===== config.mk =====
export PLATFORM = sky130hd
export DESIGN_NAME = gfsr_slope
export DESIGN_NICKNAME = d
export VERILOG_FILES = /design/src/rtl/grid_fov_slope_raycast_defines.svh /design/src/rtl/gfsr_pkg.sv /design/src/rtl/gfsr_slope.sv
export SDC_FILE = /design/constraint.sdc
export NUM_CORES = 1
export LEC_CHECK = 0
export ABC_AREA = 1
export ABC_CLOCK_PERIOD_IN_PS = 5000
export BUFFER_PORTS_ARGS = -buffer_cell sky130_fd_sc_hd__buf_2
export CAP_MARGIN = 20
export CORE_UTILIZATION = 50
export CTS_CLUSTER_SIZE = 14
export DETAILED_ROUTE_END_ITERATION = 8
export HOLD_SLACK_MARGIN = 0.02
export PLACE_DENSITY = 0.71
export SLEW_MARGIN = 20
export SYNTH_ARGS = -nofsm -noshare
export SYNTH_HDL_FRONTEND = slang
export SYNTH_SLANG_ARGS = --single-unit

===== constraint.sdc =====
create_clock -name clock -period 5 [get_ports clock]
set_input_delay 0.5 -clock clock [delete_from_list [all_inputs] [get_ports clock]]
set_output_delay 0.5 -clock clock [all_outputs]
set_load 0.05 [all_outputs]

===== src/rtl/grid_fov_slope_raycast_defines.svh =====
// ---------------------------------------------------------------------------
// grid_fov_slope_raycast assertion macros
// Shorthand for clocked implication checks, disabled while reset is high.
// ---------------------------------------------------------------------------
`ifndef GRID_FOV_SLOPE_RAYCAST_DEFINES_SVH
`define GRID_FOV_SLOPE_RAYCAST_DEFINES_SVH

// same-cycle implication
`define GFSR_ASSERT_SAME(label, ante, cons, msg) \
   label: assert property (@(posedge clock) disable iff (reset) (ante) |-> (cons)) \
      else $error(msg);

// next-cycle implication
`define GFSR_ASSERT_NEXT(label, ante, cons, msg) \
   label: assert property (@(posedge clock) disable iff (reset) (ante) |=> (cons)) \
      else $error(msg);

`endif


===== src/rtl/gfsr_pkg.sv =====
// ---------------------------------------------------------------------------
// gfsr_pkg
// Types, constants and helper functions for the slope raycast field-of-view.
// ---------------------------------------------------------------------------
`timescale 1ns / 1ps

package gfsr_pkg;

   localparam int MAP_LOG2      = 6;
   localparam int MAP_SIZE      = 1 << MAP_LOG2;
   localparam int TILES         = MAP_SIZE * MAP_SIZE;
   localparam int ADDR_W        = 2 * MAP_LOG2;
   localparam int VIEW_BITS_DEF = 8;
   localparam int SLOPES        = 64;

   typedef enum logic [1:0] {
      CMD_WRITE = 2'd0,
      CMD_CLEAR = 2'd1,
      CMD_CAST  = 2'd2,
      CMD_READ  = 2'd3
   } cmd_type;

   localparam logic [1:0] CSR_CLIP_LEFT   = 2'd0;
   localparam logic [1:0] CSR_CLIP_TOP    = 2'd1;
   localparam logic [1:0] CSR_CLIP_RIGHT  = 2'd2;
   localparam logic [1:0] CSR_CLIP_BOTTOM = 2'd3;

   typedef struct packed {
      cmd_type    cmd;
      logic [5:0] pos_x;
      logic [5:0] pos_y;
      logic       opaque;
      logic [7:0] bit_mask;
   } req_type;

   typedef struct packed {
      logic [7:0] view_bits;
      logic       tile_opaque;
   } rsp_type;

   typedef struct packed {
      logic ring_load;
      logic ring_prep;
      logic step;
      logic p_zero;
   } slope_ctrl_type;

   typedef struct packed {
      logic signed [1:0] dx;
      logic signed [1:0] dy;
      logic signed [1:0] px;
      logic signed [1:0] py;
   } dir_type;

   // 63 / (2k+1), truncated
   function automatic logic [5:0] q63_of(input logic [5:0] k);
      logic [5:0] q;
      case (k)
         6'd0: q = 6'd63;
         6'd1: q = 6'd21;
         6'd2: q = 6'd12;
         6'd3: q = 6'd9;
         6'd4: q = 6'd7;
         6'd5: q = 6'd5;
         6'd6, 6'd7: q = 6'd4;
         6'd8, 6'd9, 6'd10: q = 6'd3;
         6'd11, 6'd12, 6'd13, 6'd14, 6'd15: q = 6'd2;
         default: q = (k < 6'd32) ? 6'd1 : 6'd0;
      endcase
      return q;
   endfunction

   // slope bits lsb..msb, ends clamped; inverted ranges keep the xor form
   function automatic logic [SLOPES-1:0] srange(input logic signed [9:0] lsb,
                                                input logic signed [9:0] msb);
      logic [5:0]        lo;
      logic [5:0]        hi;
      logic [SLOPES-1:0] r;
      if (lsb < 10'sd0)       lo = 6'd0;
      else if (lsb > 10'sd62) lo = 6'd62;
      else                    lo = lsb[5:0];
      if (msb < 10'sd0)       hi = 6'd0;
      else if (msb > 10'sd63) hi = 6'd63;
      else                    hi = msb[5:0];
      for (int i = 0; i < SLOPES; i++) begin
         r[i] = (i <= int'(hi)) ^ (i < int'(lo));
      end
      return r;
   endfunction

   function automatic dir_type oct_dir(input logic [2:0] oct);
      dir_type d;
      case (oct)
         3'd0: d = '{dx: 2'sd1,  dy: 2'sd0,  px: 2'sd0,  py: 2'sd1};
         3'd1: d = '{dx: 2'sd1,  dy: 2'sd0,  px: 2'sd0,  py: -2'sd1};
         3'd2: d = '{dx: -2'sd1, dy: 2'sd0,  px: 2'sd0,  py: 2'sd1};
         3'd3: d = '{dx: -2'sd1, dy: 2'sd0,  px: 2'sd0,  py: -2'sd1};
         3'd4: d = '{dx: 2'sd0,  dy: 2'sd1,  px: 2'sd1,  py: 2'sd0};
         3'd5: d = '{dx: 2'sd0,  dy: 2'sd1,  px: -2'sd1, py: 2'sd0};
         3'd6: d = '{dx: 2'sd0,  dy: -2'sd1, px: 2'sd1,  py: 2'sd0};
         default: d = '{dx: 2'sd0, dy: -2'sd1, px: -2'sd1, py: 2'sd0};
      endcase
      return d;
   endfunction

endpackage


===== src/rtl/gfsr_slope.sv =====
// ---------------------------------------------------------------------------
// gfsr_slope
// Slope bounds of the tiles of one ring, kept as running quotients of
// 63*(2p-1)/(2d+1) and 63*(2p+1)/(2d-1) with one add and compare per step.
// ---------------------------------------------------------------------------
`timescale 1ns / 1ps

module gfsr_slope (
   input  logic                    clock,
   input  gfsr_pkg::slope_ctrl_type ctrl,
   input  logic [5:0]              d,
   output logic signed [9:0]       lo_val,
   output logic signed [9:0]       hi_val
);
   import gfsr_pkg::*;

   logic [6:0]  dlo, dhi;
   logic [5:0]  q63lo_n, q63hi_n;
   logic [12:0] prod_lo, prod_hi;
   logic [5:0]  q63lo_ff, q63hi_ff;
   logic [6:0]  r63lo_ff, r63hi_ff;
   logic [8:0]  lq_ff, hq_ff;
   logic [6:0]  lr_ff, hr_ff;
   logic [6:0]  lq126_ff, hq126_ff, lr126_ff, hr126_ff;
   logic        c2lo, c2hi, clo, chi;
   logic [7:0]  sum_lo, sum_hi;

   assign dlo     = {d, 1'b1};
   assign dhi     = {d - 6'd1, 1'b1};
   assign q63lo_n = q63_of(d);
   assign q63hi_n = q63_of(d - 6'd1);
   assign prod_lo = 13'(q63lo_n) * 13'(dlo);
   assign prod_hi = 13'(q63hi_n) * 13'(dhi);

   assign c2lo   = {r63lo_ff, 1'b0} >= {1'b0, dlo};
   assign c2hi   = {r63hi_ff, 1'b0} >= {1'b0, dhi};
   assign sum_lo = {1'b0, lr_ff} + {1'b0, lr126_ff};
   assign sum_hi = {1'b0, hr_ff} + {1'b0, hr126_ff};
   assign clo    = sum_lo >= {1'b0, dlo};
   assign chi    = sum_hi >= {1'b0, dhi};

   always_ff @(posedge clock) begin
      if (ctrl.ring_load) begin
         q63lo_ff <= q63lo_n;
         q63hi_ff <= q63hi_n;
         r63lo_ff <= 7'(13'd63 - prod_lo);
         r63hi_ff <= 7'(13'd63 - prod_hi);
      end
      if (ctrl.ring_prep) begin
         lq126_ff <= {q63lo_ff, 1'b0} + 7'(c2lo);
         hq126_ff <= {q63hi_ff, 1'b0} + 7'(c2hi);
         lr126_ff <= 7'({r63lo_ff, 1'b0} - (c2lo ? {1'b0, dlo} : 8'd0));
         hr126_ff <= 7'({r63hi_ff, 1'b0} - (c2hi ? {1'b0, dhi} : 8'd0));
         lq_ff    <= 9'(q63lo_ff);
         lr_ff    <= r63lo_ff;
         hq_ff    <= 9'(q63hi_ff);
         hr_ff    <= r63hi_ff;
      end else if (ctrl.step) begin
         if (!ctrl.p_zero) begin
            lq_ff <= lq_ff + 9'(lq126_ff) + 9'(clo);
            lr_ff <= 7'(sum_lo - (clo ? {1'b0, dlo} : 8'd0));
         end
         hq_ff <= hq_ff + 9'(hq126_ff) + 9'(chi);
         hr_ff <= 7'(sum_hi - (chi ? {1'b0, dhi} : 8'd0));
      end
   end

   assign lo_val = ctrl.p_zero ? -$signed({4'b0000, q63lo_ff}) : $signed({1'b0, lq_ff});
   assign hi_val = $signed({1'b0, hq_ff});

endmodule


Yosys cells after proc, flatten, opt, wreduce, memory -nomap -nowiden
Index checks and enable logic that the tools add are counted.
{ "classes": {"n_addsub": 16, "multipliers": 2, "magnitude_cmp": 6, "n_eq_ne": 31, "mux": 19, "n_bitwise": 1, "n_reduce_logical": 11} }
{ "ops": {"columns": ["operator", "n"], "rows": [
  ["one-hot mux 6 bit (9 select lines)", 2],
  ["== test 6 x 4 -> 1 bit, second input constant", 16],
  ["2-to-1 mux 7 bit", 9],
  ["== test 6 x 3 -> 1 bit, second input constant", 8],
  ["greater-or-equal comparator 8 x 7 -> 1 bit", 4],
  ["2-to-1 mux 6 bit", 5],
  ["subtractor 7 bit", 4],
  ["== test 6 x 2 -> 1 bit, second input constant", 4],
  ["adder 9 x 1 -> 9 bit", 2],
  ["adder 9 x 7 -> 9 bit", 2],
  ["adder 7 x 7 -> 8 bit", 2],
  ["adder 7 x 1 -> 7 bit", 2],
  ["multiplier 6 x 7 -> 7 bit", 2],
  ["subtractor 6 x 7 -> 7 bit, first input constant", 2],
  ["== test 6 x 1 -> 1 bit, second input constant", 2],
  ["zero test 6 bit", 2],
  ["less-than comparator 6 bit, second input constant", 2],
  ["2-to-1 mux 10 bit", 1],
  ["negation 6 -> 10 bit", 1],
  ["OR reduction 5 bit", 2],
  ["OR reduction 3 bit", 2],
  ["subtractor 6 x 1 -> 6 bit, second input constant", 1],
  ["AND reduction 2 bit", 2],
  ["OR reduction 2 bit", 2],
  ["other kinds (4)", 5]
]} }
{ "totals": {"ff_bits": 86, "in_bits": 11, "output_inout_bits": 20, "wordCells": 100} }

Depth between registers and ports, before layout
{ "logic_depth": {"word_depth": 7, "ltp_mapped": 29, "depth_no_buf": 27} }

Worst setup path after synthesis
OpenSTA, ideal clock, no wires.
{ "synth_timing": {"path_kind": "input port to flip-flop", "start": "input port d[0]", "end": "register r63hi_ff[6] (data pin)", "setup_ns": 0.252, "arrival_time_ns": 4.697, "t_required_ns": 4.748, "slack_ns": 0.051, "stages": 22, "path_buffers": 2, "path_cell_list": "buf_2 > inv_2 > buf_2 > ha_1 > nand2_1 > nand2_4 > nand3_2 > a211oi_1 > nor3_2 > inv_1 > nand2_1 > fa_1 > fa_1 > fa_1 > ha_1 > ha_1 > a21oi_1 > nand2_1 > xor2_1 > inv_1 > nand3_1 > nand2_1"} }
{ "synth_between": {"elab_chain_cells": 6, "word_cells_on_any_way": 25, "classes_between": "add/sub: 2; mul: 1; order compare: 1; eq/ne: 15; mux: 2; reduce/logical: 4"} }
{ "synth_lines": {"columns": ["item", "line", "text"], "rows": [
  ["start: declaration", "gfsr_slope.sv:11", "input logic [5:0] d,"],
  ["subtractor 6 x 1 -> 6 bit *", "gfsr_slope.sv:31", "assign q63hi_n = q63_of(d - 6'd1);"],
  ["== test 6 x 4 -> 1 bit or == test 6 x 3 -> 1 bit (tied branches)", "gfsr_pkg.sv:58", "case (k)"],
  ["OR reduction 5 bit, or another cell as far along", "gfsr_pkg.sv:58", null],
  ["one-hot mux 6 bit (9 select lines) *", "gfsr_pkg.sv:58", null],
  ["net q63hi_n[2]", "gfsr_slope.sv:18", "logic [5:0] q63lo_n, q63hi_n;"],
  ["multiplier 6 x 7 -> 7 bit *", "gfsr_slope.sv:33", "assign prod_hi = 13'(q63hi_n) * 13'(dhi);"],
  ["subtractor 6 x 7 -> 7 bit *", "gfsr_slope.sv:47", "r63hi_ff <= 7'(13'd63 - prod_hi);"],
  ["end signal: assignment", "gfsr_slope.sv:47", null],
  ["end: declaration", "gfsr_slope.sv:21", "logic [6:0] r63lo_ff, r63hi_ff;"]
]} }
The timed path passes the listed nets; every way through them passes the cells marked *.
A chain may end at the register's enable or synchronous reset.

Worst setup path in the final report
{ "layout_timing": {"start": "input port d[1]", "end": "register r63hi_ff[6] (data pin)"} }
The elaborated chain is that of the path after synthesis.

==> metrics.md <==
| Metric | Value |
|---|---|
| Status | finished, final reports clean |
| Largest net degree at the start of global routing | 56 |
| Final Net Count | 1065 |
| Leading cell type in the layout, fill and taps excluded | nand2_1 |
| Die H | 125 um |
| Critical path buffers and inverters | 4 |
| Port bufs | 29 |
| Cell count after synthesis | 876 |
| Top_reg_cell synth | edfxtp_1 |
| Post-synth EDFFs | 78 |
| CTS tree | yes |
| Vias per cell | 5.41 |
| Grt ovf | 0 |
| Worst path arrival time | 4.68 ns |
| Tightest Pin Transition | 1.04 ns |
| Placed cell count | 1097 |
| Critical path origin | d[1] |
| Peak supply drop | 0.000304 V |
| First-pass GRT wire length | 27.8 mm |
| Yosys top cell area share | 30.9% |
| Largest family of logic cells by synthesized area | adder cells |
| P per Cell Area | 725 nW/um^2 |
| Post-DRT Antenna Nets | 0 |
| Initial Util | 51.8% |
| H-tree depth | 3 |
| Initial DRC count | 370 |
| Syn-to-layout area delta | 10.3% |
| Max Cap Violations | 0 |
| RSZ-0062 raised after global routing | false |
| Vias in the first global route | 5705 |
| Simple-Gate Fraction of Synth Area | 22.2% |
| Largest delay share family, worst path | adder cells |
| Most frequent cells in the layout | nand2_1 (198), inv_1 (119), ha_1 (104), edfxtp_1 (78), nor2_1 (54) |
| CTS resizes | 0 |
| Mapped cell area | 7580 um^2 |
| DRT Wirelength | 16.6 mm |
| Final hold viol count | 0 |
| Required time worst endpoint | 5.10 ns |
| Crit path time final | 4.59 ns |
| Clock-pin slew on the worst setup and hold paths | 0.06 ns |
| Synth Area in Adders | 24.0% |
| Clock Tree Root | clkbuf_16 |
| Leading area contributor after synthesis | edfxtp_1 |
| Synth Area in XOR/XNOR | 4.16% |
| Startpoint types | input pin |
| Clock sinks | 84 |
| Initial antenna violation count | 0 |
| Top cell by count, worst path | nand2_1 |
| Routing usage on met1 | 30.5% |
| Slew Limit Headroom | 30.8% |
| Met2 Use GR | 37.3% |
| Row cnt | 44 |
| GPL Wtd Cong | 0.873 |
| Setup repair bufs after CTS | 0 |
| Syn Area/Cell | 8.65 um^2 |
| Die W | 125 um |
| Total GRT Usage | 22.4% |
| Synth unique cells | 47 |
| CTS max path bufs | 2 |
| Crit path largest cell delay | 0.56 ns |
| Number of antenna diodes | 0 |
| Top area cells in the synthesized netlist | edfxtp_1 (31%), ha_1 (17%), nand2_1 (9.8%), fa_1 (6.9%), inv_1 (5.9%) |
| Top Usage Layer GRT | met2 |
| Pins Over Slew Limit | 0 |
| Hold Slack | 0.427 ns |
| IO Pins | 31 |
| P_leak | 0.00402 uW |
| Final setup fails | 0 |
| TritonCTS Buffers | 9 |
| Critical path cell sequence | buf_2 > inv_1 > ha_1 > nand2_1 > nand2_4 > nand3_2 > a211oi_1 > nor3_2 > inv_1 > nand2_1 > fa_1 > fa_1 > fa_1 > ha_1 > ha_1 > a21oi_1 > nand2_1 > xor2_1 > inv_1 > nand3_1 > nand2_1 |
| Vias | 6023 |
| Skew-Pair Late Insertion Delay | 0.34 ns |
| Yosys Warn Count | 0 |
| WL/cell | 15.0 um |
| CP endpoint kind | flip-flop |
| Period utilisation layout | 91.7% |
| Hold path start | ctrl[1] |
| Drt drc | 0 |
| Worst r2r src | hr_ff[2]$_DFFE_PP_ |
| Finished Layout Cells | 1113 |
| Max stage delay cell, worst path | fa_1 |
| Fmax achieved | 218 MHz |
| Design Power | 6060 uW |
| Post-CTS Hold Buffers | 0 |
| WS Path Type | input pin to flip-flop |
| Syn_nets | 1017 |
| Total Die Area | 15700 um^2 |
| Clock skew | 0.00761 ns |
| Asr flop ratio synth | 0% |
| Share of cells above drive strength 1 | 12.3% |
| M3 GR Usage | 3.59% |
| Complex-gate fraction of the synthesized area | 9.77% |
| Hold Crit Class | input pin to flip-flop |
| Mux contribution to synthesized area | 0% |
| Core ar. | 14600 um^2 |
| First drt pass iteration count | 7 |
| Setup TNS | 0 ns |
| Seq/Total Area, Yosys | 32.5% |
| Detail Placement HPWL | 13.2 mm |
| #FFs+latches synth | 84 |
| Crit path max fanout | 7 |
-- path summary, 6_finish.rpt --
kind                                end  cells past startpoint  slack, ns
setup / recovery  r63hi_ff[6]$_DFFE_PP_                     21       0.41
hold / removal    hq_ff[6]$_SDFFE_PP0P_                      2       0.43
setup reg to reg  hq_ff[6]$_SDFFE_PP0P_                     22       0.62
hold reg to reg   hq126_ff[1]$_DFFE_PP_                      0       0.45
-- layer usage --
metal | part of all wire (%) | wire length, um
met2 | 47 | 7800
met4 | 0.72 | 120
met5 | 0 | 0
met3 | 5.2 | 872
met1 | 47 | 7850
-- worst register-to-register path, stage by stage, from the launching register on --
cell and delay (ns):
edfxtp_1 0.37, ha_1 0.37, nand3_1 0.12, nand3_1 0.13, a21oi_1 0.16, nor2_1 0.05
nor2_1 0.11, xor2_1 0.15, inv_1 0.11, ha_1 0.32, a21oi_1 0.13, nor2_1 0.06
nor2_1 0.08, nand2_1 0.22, fa_1 0.51, fa_1 0.42, a21oi_1 0.15, nor2_1 0.06
nor2_1 0.26, o21ai_0 0.13, a21oi_1 0.19, or2_2 0.14, a31oi_1 0.06
-- state kept, by name, summed over array words and instances, names as in the netlist --
register / flops
r63lo_ff: 7
q63hi_ff: 6
lq_ff: 9
lr_ff: 7
hr126_ff: 6
hq126_ff: 7
lq126_ff: 7
hr_ff: 7
r63hi_ff: 7
q63lo_ff: 6
lr126_ff: 6
hq_ff: 9
-- through the flow --
| step | setup WS (ns) | utilization [%] | instance area [um^2] |
|---|---|---|---|
| 4_1_cts | 0.405 | 57.1 | 8360 |
| 6_report | 0.414 | 57.1 | 8360 |
| 2_1_floorplan | 0.0510 | - | 7580 |
| 5_1_grt | 0.0522 | 57.1 | 8360 |
| 3_3_place_gp | 0.137 | 54.9 | 8040 |
| 3_5_place_dp | 0.0359 | 54.9 | 8040 |
-- Yosys cell counts (all sizes together), types with 5 or more instances --
cell    count
ha        104
a21o        5
a31oi      12
o21ai      41
dfxtp       6
nor2       64
xor2       32
edfxtp     78
nand2     207
nor3        6
clkbuf      7
fa         26
a21oi      52
or2         8
inv       127
nand3      49
buf         6
nand4      17
-- power by group --
part,leakage (uW),internal [uW],switching [uW]
clock,0.000150,438,285
combinational,0.00305,1590,2520
sequential,0.000821,1110,124
total,0.00402,3130,2930
-- logic make-up after synthesis --
family                     Yosys count
and+or+nand+nor                    355
AOI/OAI and AO/OA                  130
adders and majority gates          130
xor gates and xnor gates            36
DFF                                 84
other                                1
buffers and inverters              140
-- cell type report --
cell class                 count  area, um^2
clock inverter                 6        88.8
fill                        1321        6280
sequential                    84        2460
tap                          184         230
clock buffer                  10         229
timing repair buffer          50         303
inverter                     127         482
multi-input combinational    652        4560
Note: power is estimated with default switching activity, not from simulation.
